## src/hw/rtl/frp_pkg.sv

```systemverilog
`default_nettype none
package frp_pkg;

  // input beat: one text byte or the end-of-stream mark
  typedef struct packed {
    logic [7:0] in_byte;
    logic       end_of_input;
  } in_item_t;

  // output beat: one result
  typedef struct packed {
    logic [2:0] kind;
    logic [7:0] out_byte;
    logic       last;
  } out_item_t;

  // result kinds
  localparam logic [2:0] KIND_HEADER  = 3'd0;
  localparam logic [2:0] KIND_LETTER  = 3'd1;
  localparam logic [2:0] KIND_END     = 3'd2;
  localparam logic [2:0] KIND_NONE    = 3'd3;
  localparam logic [2:0] KIND_ILLEGAL = 3'd4;
  localparam logic [2:0] KIND_CTRLA   = 3'd5;

  // character codes
  localparam logic [7:0] CH_GT    = 8'h3E;
  localparam logic [7:0] CH_CTRLA = 8'h01;
  localparam logic [7:0] CH_SPACE = 8'h20;
  localparam logic [7:0] CH_TAB   = 8'h09;
  localparam logic [7:0] CH_LF    = 8'h0A;
  localparam logic [7:0] CH_CR    = 8'h0D;
  localparam logic [7:0] CH_LO_A  = 8'h61;
  localparam logic [7:0] CH_LO_Z  = 8'h7A;
  localparam logic [7:0] CH_UP_A  = 8'h41;
  localparam logic [7:0] CH_UP_Z  = 8'h5A;

  // number of results one input beat can cause
  localparam int MaxResults = 2;

endpackage
`default_nettype wire

```

## src/hw/rtl/fasta_record_parser_top.sv

```systemverilog
`default_nettype none
// output: a result appears on out in the cycle after its input beat is accepted
// throughput: one input beat per cycle while out is not stalled; a byte that causes two results
//   (record end and new header mark) holds off input while the two-entry result buffer
//   drains
// reset: synchronous, clears the parser mode to between records and empties
//   the result buffer
module fasta_record_parser_top (
  input  wire logic               clk,
  input  wire logic               rst,
  input  wire logic               in_valid,
  output logic                    in_stall,
  input  wire frp_pkg::in_item_t  in_data,
  output logic                    out_valid,
  input  wire logic               out_stall,
  output frp_pkg::out_item_t      out_data
);
  import frp_pkg::*;

  localparam int CountW = $clog2(MaxResults + 1);

  logic              accept;
  logic              pop;
  logic [1:0]        res_count;
  out_item_t         res0;
  out_item_t         res1;
  out_item_t         buf_q [MaxResults];
  logic [CountW-1:0] count;

  // parser with its mode register
  frp_parser u_parser (
    .clk       (clk),
    .rst       (rst),
    .accept    (accept),
    .item      (in_data),
    .res_count (res_count),
    .res0      (res0),
    .res1      (res1)
  );

  // handshakes
  assign out_valid = (count != '0);
  assign out_data  = buf_q[0];
  assign pop       = out_valid && !out_stall;
  assign in_stall  = !((count == '0) || ((count == CountW'(1)) && pop));
  assign accept    = in_valid && !in_stall;

  // result buffer: head is the output register, second slot holds the
  // partner of a two-result beat
  always_ff @(posedge clk) begin
    if (rst) begin
      count <= '0;
    end else if (accept) begin
      count <= CountW'(res_count);
    end else if (pop) begin
      count <= count - CountW'(1);
    end
  end

  always_ff @(posedge clk) begin
    if (accept) begin
      buf_q[0] <= res0;
      buf_q[1] <= res1;
    end else if (pop) begin
      buf_q[0] <= buf_q[1];
    end
  end

  // buffer never overfills
  assert property (@(posedge clk) disable iff (rst) count <= CountW'(MaxResults))
    else $error("result buffer count out of range");

  // a full buffer holds off input
  assert property (@(posedge clk) disable iff (rst)
    (count == CountW'(MaxResults)) |-> in_stall)
    else $error("input taken while buffer full");

  // a beat that causes results shows one on the next cycle
  assert property (@(posedge clk) disable iff (rst)
    (accept && (res_count != 2'd0)) |=> out_valid)
    else $error("result missing after accepted beat");

  // a result that is not last always has its partner queued
  assert property (@(posedge clk) disable iff (rst)
    (out_valid && !out_data.last) |-> (count == CountW'(MaxResults)))
    else $error("non-final result without partner");

endmodule
`default_nettype wire

```

## src/hw/rtl/frp_parser.sv

```systemverilog
`default_nettype none
module frp_parser (
  input  wire logic              clk,
  input  wire logic              rst,
  input  wire logic              accept,
  input  wire frp_pkg::in_item_t item,
  output logic [1:0]             res_count,
  output frp_pkg::out_item_t     res0,
  output frp_pkg::out_item_t     res1
);
  import frp_pkg::*;

  typedef enum logic [1:0] {
    MODE_IDLE   = 2'd0,
    MODE_HEADER = 2'd1,
    MODE_SEQ    = 2'd2,
    MODE_ERROR  = 2'd3
  } mode_t;

  mode_t      mode;
  mode_t      mode_next;
  logic [7:0] c;
  logic       eof;
  logic       is_letter;
  logic       is_space;
  logic       is_eol;
  logic [2:0] kind0;
  logic [2:0] kind1;
  logic [7:0] byte0;
  logic [7:0] byte1;

  assign c   = item.in_byte;
  assign eof = item.end_of_input;

  // character classes
  assign is_letter = ((c >= CH_LO_A) && (c <= CH_LO_Z)) || ((c >= CH_UP_A) && (c <= CH_UP_Z));
  assign is_eol    = (c == CH_LF) || (c == CH_CR);
  assign is_space  = is_eol || (c == CH_SPACE) || (c == CH_TAB);

  // next mode and results for the current beat
  always_comb begin
    mode_next = mode;
    res_count = 2'd0;
    kind0     = KIND_NONE;
    byte0     = 8'd0;
    kind1     = KIND_HEADER;
    byte1     = 8'd0;
    unique case (mode)
      MODE_IDLE: begin
        if (eof) begin
          res_count = 2'd1;
          kind0     = KIND_NONE;
        end else if (is_space) begin
          res_count = 2'd0;
        end else if (c == CH_GT) begin
          mode_next = MODE_HEADER;
          res_count = 2'd1;
          kind0     = KIND_HEADER;
          byte0     = c;
        end else begin
          mode_next = MODE_ERROR;
          res_count = 2'd1;
          kind0     = KIND_ILLEGAL;
        end
      end
      MODE_HEADER: begin
        if (eof) begin
          mode_next = MODE_IDLE;
          res_count = 2'd1;
          kind0     = KIND_NONE;
        end else if (is_eol) begin
          mode_next = MODE_SEQ;
        end else if (c == CH_CTRLA) begin
          mode_next = MODE_ERROR;
          res_count = 2'd1;
          kind0     = KIND_CTRLA;
        end else begin
          res_count = 2'd1;
          kind0     = KIND_HEADER;
          byte0     = c;
        end
      end
      MODE_SEQ: begin
        if (eof) begin
          mode_next = MODE_IDLE;
          res_count = 2'd1;
          kind0     = KIND_END;
        end else if (c == CH_GT) begin
          // record end, then the new header mark
          mode_next = MODE_HEADER;
          res_count = 2'd2;
          kind0     = KIND_END;
          kind1     = KIND_HEADER;
          byte1     = c;
        end else if (is_letter) begin
          res_count = 2'd1;
          kind0     = KIND_LETTER;
          byte0     = c;
        end
      end
      MODE_ERROR: begin
        res_count = 2'd1;
        kind0     = KIND_ILLEGAL;
      end
      default: begin
        mode_next = MODE_ERROR;
      end
    endcase
  end

  assign res0 = '{kind: kind0, out_byte: byte0, last: (res_count == 2'd1)};
  assign res1 = '{kind: kind1, out_byte: byte1, last: 1'b1};

  // parser mode register
  always_ff @(posedge clk) begin
    if (rst) begin
      mode <= MODE_IDLE;
    end else if (accept) begin
      mode <= mode_next;
    end
  end

endmodule
`default_nettype wire

```

## config.mk

```make
export PLATFORM = sky130hd
export DESIGN_NAME = fasta_record_parser_top
export DESIGN_NICKNAME = d
export VERILOG_FILES = /design/src/hw/rtl/frp_pkg.sv /design/src/hw/rtl/fasta_record_parser_top.sv /design/src/hw/rtl/frp_parser.sv
export SDC_FILE = /design/constraint.sdc
export NUM_CORES = 1
export LEC_CHECK = 0
export BUFFER_PORTS_ARGS = -buffer_cell sky130_fd_sc_hd__buf_4
export CAP_MARGIN = 20
export CORE_MARGIN = 2
export CORE_UTILIZATION = 53
export CTS_BUF_LIST = sky130_fd_sc_hd__clkbuf_16
export DETAILED_ROUTE_END_ITERATION = 6
export PLACE_DENSITY = 0.86
export SLEW_MARGIN = 30
export SYNTH_ARGS = -nofsm -noshare
export SYNTH_HDL_FRONTEND = slang
export SYNTH_SLANG_ARGS = --single-unit
```

## constraint.sdc

```tcl
create_clock -name clk -period 2.3 [get_ports clk]
set_input_delay 0.115 -clock clk [delete_from_list [all_inputs] [get_ports clk]]
set_output_delay 0.115 -clock clk [all_outputs]
set_load 0.01 [all_outputs]
```

==> metrics.cfg, run 1 <==
[min_path]
worstHoldPathType=in -> reg

[floorplan]
start_util_pct=57.4
die_area_um2=3170
row_count=18
core_area_um2=2520
die_y_um=56.3
die_x_um=56.3
ios=27

[setup_path]
endpoint_kind=flop
slowest_delay_ns=0.40
critical_path_class=reg -> reg
critPathMaxFanout=5
path_cells=inv_1 -> ha_1 -> nor2b_1 -> a32oi_1 -> nor3_1 -> a221o_1
critPathLaunchType=flop
slowest_stage=nor2b_1
worstPathRequired_ns=2.42
crit_arrival_ns=2.12

[clock_tree]
cts-hold-fix-buffers=0
post_cts_buffers=0
cts.clk_slew.worst_paths_ns=0.06
clockBufferDepth=2
htreeDepth=1
cts_buffers=3
clock_latency_ns=0.26
cts_root_buffer=clkbuf_16
cts_resized=0
clkSinkCount=24
cts_tree=yes

[sta]
rsz0062_at_grt=false
setup_violations=0
relSlewSlack_pct=66.9
final.period_utilization_pct=86.9
fmax_mhz=500
finalHoldViolCount=0
drv_slew=0
final.min_clock_period_ns=2.00
skew_ns=0.00270
setup_tns_ns=0
worst_pin_slew_ns=0.492

[logic_synthesis]
ys.flop_type=edfxtp_1
synth-warning-count=0
synth-edff-count=20
syn_inst=133
muxShareOfSynthArea_pct=0.691
synth_compound_area_share_pct=21.2
syn_area_per_cell_um2=10.9
synth_fa_ha_area_share_pct=6.05
ys_seq_elements=24
async_flop_share_pct=0
syn_area_um2=1450
synth_xor_area_share_pct=0.605
synth_cell_types=51
synthSimpleGateAreaFrac_pct=19.4
yosysSeqAreaShare_pct=47.0
synth_top_family_by_area=compound AO/OA/AOI/OAI gates

[final_layout]
nFillCells=189
ff_latch_area_um2=681
multi_input_area_um2=704
final_util_pct=69.5
layout.nets=183
drive_gt1_share_pct=24.1
finalNonFillerCells=192
synthToLayoutAreaGrowth_pct=21.1
post-route-cell-area_um2=1750
n_antenna_cell=0

[global_routing]
grt_max_degree=16
groute.usage.overall_pct=22.3
grt_pass1_wl_um=5490
antenna_found_initial=0
globalRouteOverflowTotal=0
grt_pass1_vias=1176

[power]
powerDensity_nw_per_um2=1160
vdd_drop_max_mv=0.885
power.leakage_uw=0.000710

[drt]
drc=0
wl_per_cell_um=17.4
drt_first_pass_iters=4
dr.first_iter.drc_count=65
routed_wl_um=3340
final_antenna_net_count=0
viasPerCell=6.68
vias=1283

[placement]
placed_cell_area_um2=1670
placed_cells=188
port_buffers=26
gp_congestion=0.868
hpwl_um=2370

[run_status]
status=finished, final reports clean

[run]
drv_cap=0

[cell usage after synthesis, drive strengths merged, types with 4 or more instances]
| master | number | area share [%] |
|---|---|---|
| a211oi | 4 | 2.4 |
| a221o | 5 | 3.5 |
| nor2 | 13 | 3.4 |
| nand2b | 4 | 1.7 |
| ha | 7 | 6.0 |
| edfxtp | 20 | 41 |
| a21oi | 8 | 2.8 |
| dfxtp | 4 | 5.5 |
| nor4 | 4 | 2.6 |
| buf | 4 | 2.0 |
| inv | 9 | 2.3 |
| o21ai | 5 | 1.7 |
[placed cells by master, fill, tap and decap left out, types with 3 or more instances in the layout]
| cell type | count |
|---|---|
| dfxtp_1 | 4 |
| nor2_1 | 13 |
| nand2b_1 | 4 |
| a21oi_1 | 8 |
| buf_4 | 29 |
| nand2_1 | 3 |
| edfxtp_1 | 20 |
| clkbuf_16 | 3 |
| a31oi_1 | 3 |
| inv_1 | 10 |
| conb_1 | 3 |
| a221o_1 | 5 |
| o21ai_1 | 3 |
| ha_1 | 7 |
| a211oi_1 | 3 |
[cell families after synthesis]
family / Yosys count
fa+ha+maj: 7
simple gates: 44
flops: 24
xor+xnor: 1
other cells: 1
mux: 1
compound gates: 40
buf+inv: 15
[final cells by class]
type,count,share of cell area (%)
timing repair buffer,29,12.4
tap,30,2.14
clock inverter,1,0.214
clock buffer,3,4.28
sequential,24,38.8
inverter,9,1.93
multi-input combinational,96,40.2
[stage by stage]
stage	setup WS (ns)	hold WS, ns	total power [µW]
floorplan	0.486	0.184	1300
global placement	0.483	0.315	1600
detailed placement	0.435	0.322	1650
CTS	0.374	0.0556	2030
global route	0.162	0.0583	2140
finish	0.302	0.0493	2030
[registers in the layout, indices dropped and copies added (netlist names)]
| name | flops |
|---|---|
| buf_q | 20 |
| count | 2 |
| u_parser.mode | 2 |
[final timing paths]
| check | startpoint | to | slack [ns] | depth (start not counted) |
|---|---|---|---|---|
| max | u_parser.mode[1]$_SDFFE_PP0P_ | buf_q[0][4]$_DFFE_PP_ | 0.30 | 6 |
| min reg2reg | count[1]$_SDFFE_PP0P_ | count[1]$_SDFFE_PP0P_ | 0.51 | 2 |
| max reg2reg | u_parser.mode[1]$_SDFFE_PP0P_ | buf_q[0][4]$_DFFE_PP_ | 0.30 | 6 |
| min | rst | count[0]$_SDFFE_PP0P_ | 0.05 | 2 |
[critical path: cells and delay by family, from the launching register on]
family          cells  cell delay [ns]
simple gates        2             0.80
compound gates      2             0.36
flops               1             0.35
fa+ha+maj           1             0.26
buf+inv             1             0.10
[report_power, final]
part           leakage [µW]  internal [µW]  switching [µW]
Clock             0.0000423            232             139
Combinational      0.000439            400             508
Sequential         0.000229            696            56.9
Total              0.000710           1330             704
[layer usage]
metal	vias up	part of all wire (%)	track usage [%]
met4	0	3.1	10.5
met3	18	12	5.30
li1	569	-	-
met5	-	0	0
met2	101	49	34.6
met1	595	36	29.4
Power figures use the tool's default switching activity.
==> run 2, diff against run 1 <==
Settings changed: CAP_MARGIN 20 to 30, CORE_UTILIZATION 53 to 45, PLACE_DENSITY 0.86 to 0.78.
Clock period 2.3 ns to 1.7 ns, I/O delays scaled along.
==> run 2 against run 1 <==
Compared with the run above: die area grew 16%; final cell count is 16% higher; wire length rose by 5.9%; via count is 1.4% lower; maximum frequency rose by 20%; clock skew up 0.0026 ns; register-to-register slack got worse by 0.27 ns; sequential power grew 35%; sequential share of layout area shrank 4.2 points; clock-buffer cell count is the same; utilization fell by 4.7 points.
==> metrics.cfg, run 2 (same netlist as run 1, synthesis figures left out) <==
[clock_tree]
clockBufferDepth=2  ; unchanged
cts.clk_slew.worst_paths_ns=0.06  ; about the same
clock_latency_ns=0.26  ; about the same
cts_root_buffer=clkbuf_16  ; unchanged
clkSinkCount=24  ; unchanged
cts_tree=yes  ; unchanged
htreeDepth=1  ; unchanged
cts_buffers=3  ; unchanged

[sta]
final.min_clock_period_ns=1.67  ; was 2.00 ns
setup_tns_ns=0  ; unchanged
final.period_utilization_pct=98.1  ; was 86.9%
skew_ns=0.00534  ; was 0.00270 ns
fmax_mhz=599  ; was 500 MHz
fin_hold_ws_ns=0.0177  ; was 0.0493 ns
drv_slew=0  ; unchanged
setup_violations=0  ; unchanged
finalHoldViolCount=0  ; unchanged
rsz0062_at_grt=true  ; was false

[floorplan]
die_y_um=60.7  ; was 56.3 µm
die_x_um=60.7  ; was 56.3 µm
core_area_um2=3050  ; was 2520 µm²
start_util_pct=47.4  ; was 57.4%
ios=27  ; unchanged
row_count=20  ; was 18
die_area_um2=3690  ; was 3170 µm²

[run_status]
status=finished, final reports clean  ; unchanged

[final_layout]
regMostFlops=buf_q  ; unchanged
drive_gt1_share_pct=39.7  ; was 24.1%
layout_common_cells=46 x buf_4, 20 x edfxtp_1, 12 x nor2_1, 8 x inv_1, 8 x a21oi_1  ; was 29 x buf_4, 20 x edfxtp_1, 13 x nor2_1, 10 x inv_1, 8 x a21oi_1
multi_input_area_um2=753  ; was 704 µm²
final_util_pct=64.8  ; was 69.5%
post-route-cell-area_um2=1980  ; was 1750 µm²
nFillCells=272  ; was 189
n_antenna_cell=0  ; unchanged
mostFrequentLayoutCell=buf_4  ; unchanged
largest_reg_flops=20  ; unchanged
synthToLayoutAreaGrowth_pct=36.6  ; was 21.1%
layout.nets=200  ; was 183
largest_registers=buf_q x20, count x2, u_parser.mode x2  ; unchanged
ff_latch_area_um2=684  ; was 681 µm²

[global_routing]
globalRouteOverflowTotal=0  ; unchanged
grt_pass1_wl_um=5670  ; was 5490 µm
antenna_found_initial=0  ; unchanged
grt_pass1_vias=1211  ; was 1176
grt_max_degree=15  ; was 16
groute.usage.overall_pct=20.9  ; was 22.3%

[min_path]
hold-path-cell-count=2  ; unchanged
worstHoldPathType=in -> reg  ; unchanged
hp-start=rst  ; unchanged
hold_end=u_parser.mode[1]$_SDFFE_PP0P_  ; was count[0]$_SDFFE_PP0P_

[setup_path]
startpoint=count[0]$_SDFFE_PP0P_  ; was u_parser.mode[1]$_SDFFE_PP0P_
worst_r2r_startpoint=count[0]$_SDFFE_PP0P_  ; was u_parser.mode[1]$_SDFFE_PP0P_
slowest_delay_ns=0.34  ; was 0.40 ns
reg2reg_to=buf_q[0][3]$_DFFE_PP_  ; was buf_q[0][4]$_DFFE_PP_
worstPathRequired_ns=1.70  ; was 2.42 ns
critical_path_class=reg -> reg  ; unchanged
worst-path-buf-inv=2  ; was 1
r2r_setup_slack_ns=0.03  ; was 0.30 ns
path_cells=inv_1 -> ha_2 -> a211oi_4 -> buf_4 -> nor3_2 -> a221o_1  ; was inv_1 -> ha_1 -> nor2b_1 -> a32oi_1 -> nor3_1 -> a221o_1
critPathTopFamily=compound AO/OA/AOI/OAI gates  ; was simple AND/OR/NAND/NOR gates
endpoint_kind=flop  ; unchanged
slowest_stage=dfxtp_2  ; was nor2b_1
crit_arrival_ns=1.67  ; was 2.12 ns
rr_worst_depth=6  ; unchanged
critPathMaxFanout=4  ; was 5
critPathLaunchType=flop  ; unchanged

[drt]
viasPerCell=5.67  ; was 6.68
dr.first_iter.drc_count=39  ; was 65
drt_first_pass_iters=4  ; unchanged
wl_per_cell_um=15.8  ; was 17.4 µm
final_antenna_net_count=0  ; unchanged
routed_wl_um=3530  ; was 3340 µm
drc=0  ; unchanged
vias=1265  ; was 1283

[placement]
port_buffers=26  ; unchanged
placed_cell_area_um2=1820  ; was 1670 µm²
gp_congestion=0.922  ; was 0.868
hpwl_um=2620  ; was 2370 µm

[power]
vdd_drop_max_mv=0.963  ; was 0.885 mV
finalPower_uw=3140  ; was 2030 µW
powerDensity_nw_per_um2=1590  ; was 1160 nW/µm²
power.leakage_uw=0.000806  ; was 0.000710 µW

[run]
drv_cap=0  ; unchanged

run 2: cell count changes in the layout (fill, tap and decap cells not counted), moves of 2 or more:
| cell | delta |
|---|---|
| inv_1 | -2 |
| dfxtp_2 | +3 |
| buf_4 | +17 |
| ha_2 | +3 |
| ha_1 | -3 |
| nor2b_1 | -2 |
| dfxtp_1 | -3 |
run 2: area by class of cell:
cell class                 instances  area share, %
clock buffer                       3           3.80
clock inverter                     1           1.52
inverter                           9           1.71
multi-input combinational         96           38.1
sequential                        24           34.6
tap                               44           2.78
timing repair buffer              46           17.5
run 2: worst max-delay path by stage:
stage	endpoint	slack (ns)	cells after the start
2_1_floorplan	buf_q[0][4]$_DFFE_PP_	0.005	6
3_3_place_gp	buf_q[0][6]$_DFFE_PP_	-0.02	6
3_5_place_dp	buf_q[0][3]$_DFFE_PP_	-0.08	6
4_1_cts	buf_q[0][3]$_DFFE_PP_	-0.02	6
5_1_grt	buf_q[0][3]$_DFFE_PP_	-0.03	7
6_report	buf_q[0][3]$_DFFE_PP_	0.03	6
run 2: routing by layer:
metal	track usage, %	vias up	wire, µm
met2	38.7	44	1910
met3	3.84	8	167
met5	0	-	0
li1	-	606	-
met1	23.9	607	1400
met4	7.14	0	56
run 2: per-stage QoR:
stage / cells / setup slack [ns]
2_1_floorplan: 135 / 0.00488
3_3_place_gp: 218 / -0.0160
3_5_place_dp: 218 / -0.0792
4_1_cts: 223 / -0.0181
5_1_grt: 223 / -0.0292
6_report: 223 / 0.0316
run 2: timing repair:
action                     CTS  global route
setup endpoints to repair    5            10
pin swaps                    2             4
setup buffers                1             0
resized for setup            6             9
hold buffers                 0             0
run 2: power by group:
part / leakage, µW / total, µW / internal, µW / switching [µW]
Clock: 0.0000511 / 665 / 468 / 198
Combinational: 0.000525 / 1460 / 694 / 761
Sequential: 0.000230 / 1020 / 947 / 75.5
Total: 0.000806 / 3140 / 2110 / 1030
==> run 3, diff against run 2 <==
Settings changed: PLACE_DENSITY 0.78 to default, PLACE_DENSITY_LB_ADDON from default to 0.08.
Clock period 1.7 ns to 2.1 ns, I/O delays scaled along.
==> run 3 against run 2 <==
Compared with the run above: global-route usage is 2.7 points lower; clock-buffer cell count unchanged; maximum frequency shrank 10%; sequential power is 19% lower; critical path type unchanged.
==> metrics.cfg, run 3 (same netlist as run 1, synthesis figures left out) <==
[placement]
port_buffers=26  ; unchanged
gp_congestion=0.889  ; was 0.922
placed_cell_area_um2=1700  ; was 1820 µm²
placed_cells=203  ; was 218
hpwl_um=2370  ; was 2620 µm
dp_slack_ns=0.253  ; was -0.0792 ns

[setup_path]
slowest_delay_ns=0.36  ; was 0.34 ns
critPathLaunchType=flop  ; unchanged
crit_path_frequent_cell=buf_4
crit_arrival_ns=1.87  ; was 1.67 ns
slowest_stage=dfxtp_1  ; was dfxtp_2
critPathMaxFanout=15  ; was 4
worst_r2r_startpoint=count[0]$_SDFFE_PP0P_  ; unchanged
critical_path_class=reg -> reg  ; unchanged
worstPathRequired_ns=2.10  ; was 1.70 ns
r2r_setup_slack_ns=0.24  ; was 0.03 ns
worst-path-buf-inv=3  ; was 2
path_cells=inv_1 -> ha_1 -> a211oi_1 -> buf_4 -> nor4_1 -> buf_4 -> a221o_1  ; was inv_1 -> ha_2 -> a211oi_4 -> buf_4 -> nor3_2 -> a221o_1
rr_worst_depth=7  ; was 6
reg2reg_to=buf_q[0][5]$_DFFE_PP_  ; was buf_q[0][3]$_DFFE_PP_
endpoint_kind=flop  ; unchanged
critPathTopFamily=compound AO/OA/AOI/OAI gates  ; unchanged

[clock_tree]
htreeDepth=1  ; unchanged
clock_latency_ns=0.26  ; about the same
cts_root_buffer=clkbuf_16  ; unchanged
cts_resized=0  ; was 6
cts.clk_slew.worst_paths_ns=0.06  ; about the same
clkSinkCount=24  ; unchanged
post_cts_buffers=0  ; was 1
cts_buffers=3  ; unchanged
clockBufferDepth=2  ; unchanged
cts_tree=yes  ; unchanged
cts-hold-fix-buffers=0  ; unchanged

[sta]
fin_ws_ns=0.237  ; was 0.0316 ns
final.period_utilization_pct=88.7  ; was 98.1%
rsz0062_at_grt=false  ; was true
fmax_mhz=537  ; was 599 MHz
finalHoldViolCount=0  ; unchanged
setup_tns_ns=0  ; unchanged
final.min_clock_period_ns=1.86  ; was 1.67 ns
drv_slew=0  ; unchanged
setup_violations=0  ; unchanged
skew_ns=0.00225  ; was 0.00534 ns

[final_layout]
mostFrequentLayoutCell=buf_4  ; unchanged
finalNonFillerCells=207  ; was 223
layout_common_cells=30 x buf_4, 20 x edfxtp_1, 13 x nor2_1, 9 x inv_1, 8 x a21oi_1  ; was 46 x buf_4, 20 x edfxtp_1, 12 x nor2_1, 8 x inv_1, 8 x a21oi_1
post-route-cell-area_um2=1780  ; was 1980 µm²
regMostFlops=buf_q  ; unchanged
layout.nets=184  ; was 200
largest_registers=buf_q x20, count x2, u_parser.mode x2  ; unchanged
largest_reg_flops=20  ; unchanged
synthToLayoutAreaGrowth_pct=22.8  ; was 36.6%
n_antenna_cell=0  ; unchanged
drive_gt1_share_pct=24.5  ; was 39.7%

[run_status]
status=finished, final reports clean  ; unchanged

[power]
p_seq_share_pct=37.1  ; was 32.5%
power.leakage_uw=0.000711  ; was 0.000806 µW
switching_power_uw=761  ; was 1030 µW
switching_share_pct=34.2  ; was 32.9%
powerDensity_nw_per_um2=1250  ; was 1590 nW/µm²
vdd_drop_max_mv=0.860  ; was 0.963 mV
p_comb_share_pct=44.3  ; was 46.3%
p_int_uw=1460  ; was 2110 µW
finalPower_uw=2220  ; was 3140 µW
pwr-share-clk_pct=18.6  ; was 21.2%

[floorplan]
die_area_um2=3690  ; unchanged
ios=27  ; unchanged
die_x_um=60.7  ; unchanged
row_count=20  ; unchanged
start_util_pct=47.4  ; unchanged
core_area_um2=3050  ; unchanged
die_y_um=60.7  ; unchanged

[min_path]
hp-start=rst  ; unchanged
hold_end=count[0]$_SDFFE_PP0P_  ; was u_parser.mode[1]$_SDFFE_PP0P_
hold-path-cell-count=2  ; unchanged
worstHoldPathType=in -> reg  ; unchanged

[drt]
dr.first_iter.drc_count=31  ; was 39
wl_per_cell_um=14.8  ; was 15.8 µm
drc=0  ; unchanged
routed_wl_um=3070  ; was 3530 µm
final_antenna_net_count=0  ; unchanged
viasPerCell=5.68  ; was 5.67
vias=1175  ; was 1265
drt_first_pass_iters=4  ; unchanged

[global_routing]
globalRouteOverflowTotal=0  ; unchanged
groute.usage.overall_pct=18.2  ; was 20.9%
antenna_found_initial=0  ; unchanged
grt_pass1_wl_um=4930  ; was 5670 µm
grt_pass1_vias=1073  ; was 1211
grt_max_degree=16  ; was 15

[run]
drv_cap=0  ; unchanged

[run 3: cell types whose count changed in the layout (fill, tap and decap cells not counted), moves of 2 or more]
cell / change
dfxtp_1: +3
nor2b_1: +2
buf_4: -16
dfxtp_2: -3
ha_2: -3
ha_1: +3
[run 3: metrics by stage]
step | utilization, % | hold slack [ns]
final | 58.2 | 0.0443
after global placement | 55.7 | 0.309
after global routing | 58.2 | 0.0454
after floorplan | - | 0.174
after detailed placement | 55.7 | 0.317
after CTS | 58.2 | 0.0438
[run 3: power by group through the flow]
stage	Sequential, µW	Clock [µW]	Combinational [µW]
finish	825	412	986
global route	841	433	1090
CTS	827	418	991
detailed placement	837	0	987
global placement	832	0	961
floorplan	891	0	534
[run 3: worst max-delay path by stage]
stage / from / to / slack (ns) / depth (start not counted)
floorplan: count[0]$_SDFFE_PP0P_ / count[1]$_SDFFE_PP0P_ / 0.29 / 6
global placement: in_data[1] / buf_q[0][4]$_DFFE_PP_ / 0.29 / 6
detailed placement: count[0]$_SDFFE_PP0P_ / buf_q[0][5]$_DFFE_PP_ / 0.25 / 7
CTS: count[0]$_SDFFE_PP0P_ / buf_q[0][5]$_DFFE_PP_ / 0.24 / 7
global route: count[0]$_SDFFE_PP0P_ / buf_q[0][5]$_DFFE_PP_ / 0.1 / 7
finish: count[0]$_SDFFE_PP0P_ / buf_q[0][5]$_DFFE_PP_ / 0.24 / 7
[run 3: metal layers]
layer / global-route usage [%] / up-vias / share of wire [%]
met5: 0 / - / 0
met4: 6.52 / 0 / 1.7
met3: 4.05 / 7 / 4.2
met2: 32.1 / 35 / 51
met1: 21.7 / 561 / 43
li1: - / 572 / -
[run 3: layout make-up]
| cell class | instances | area [µm²] |
|---|---|---|
| multi-input combinational | 96 | 704 |
| inverter | 9 | 33.8 |
| fill | 276 | 1270 |
| tap | 44 | 55.1 |
| sequential | 24 | 681 |
| clock inverter | 1 | 3.75 |
| timing repair buffer | 30 | 225 |
| clock buffer | 3 | 75.1 |
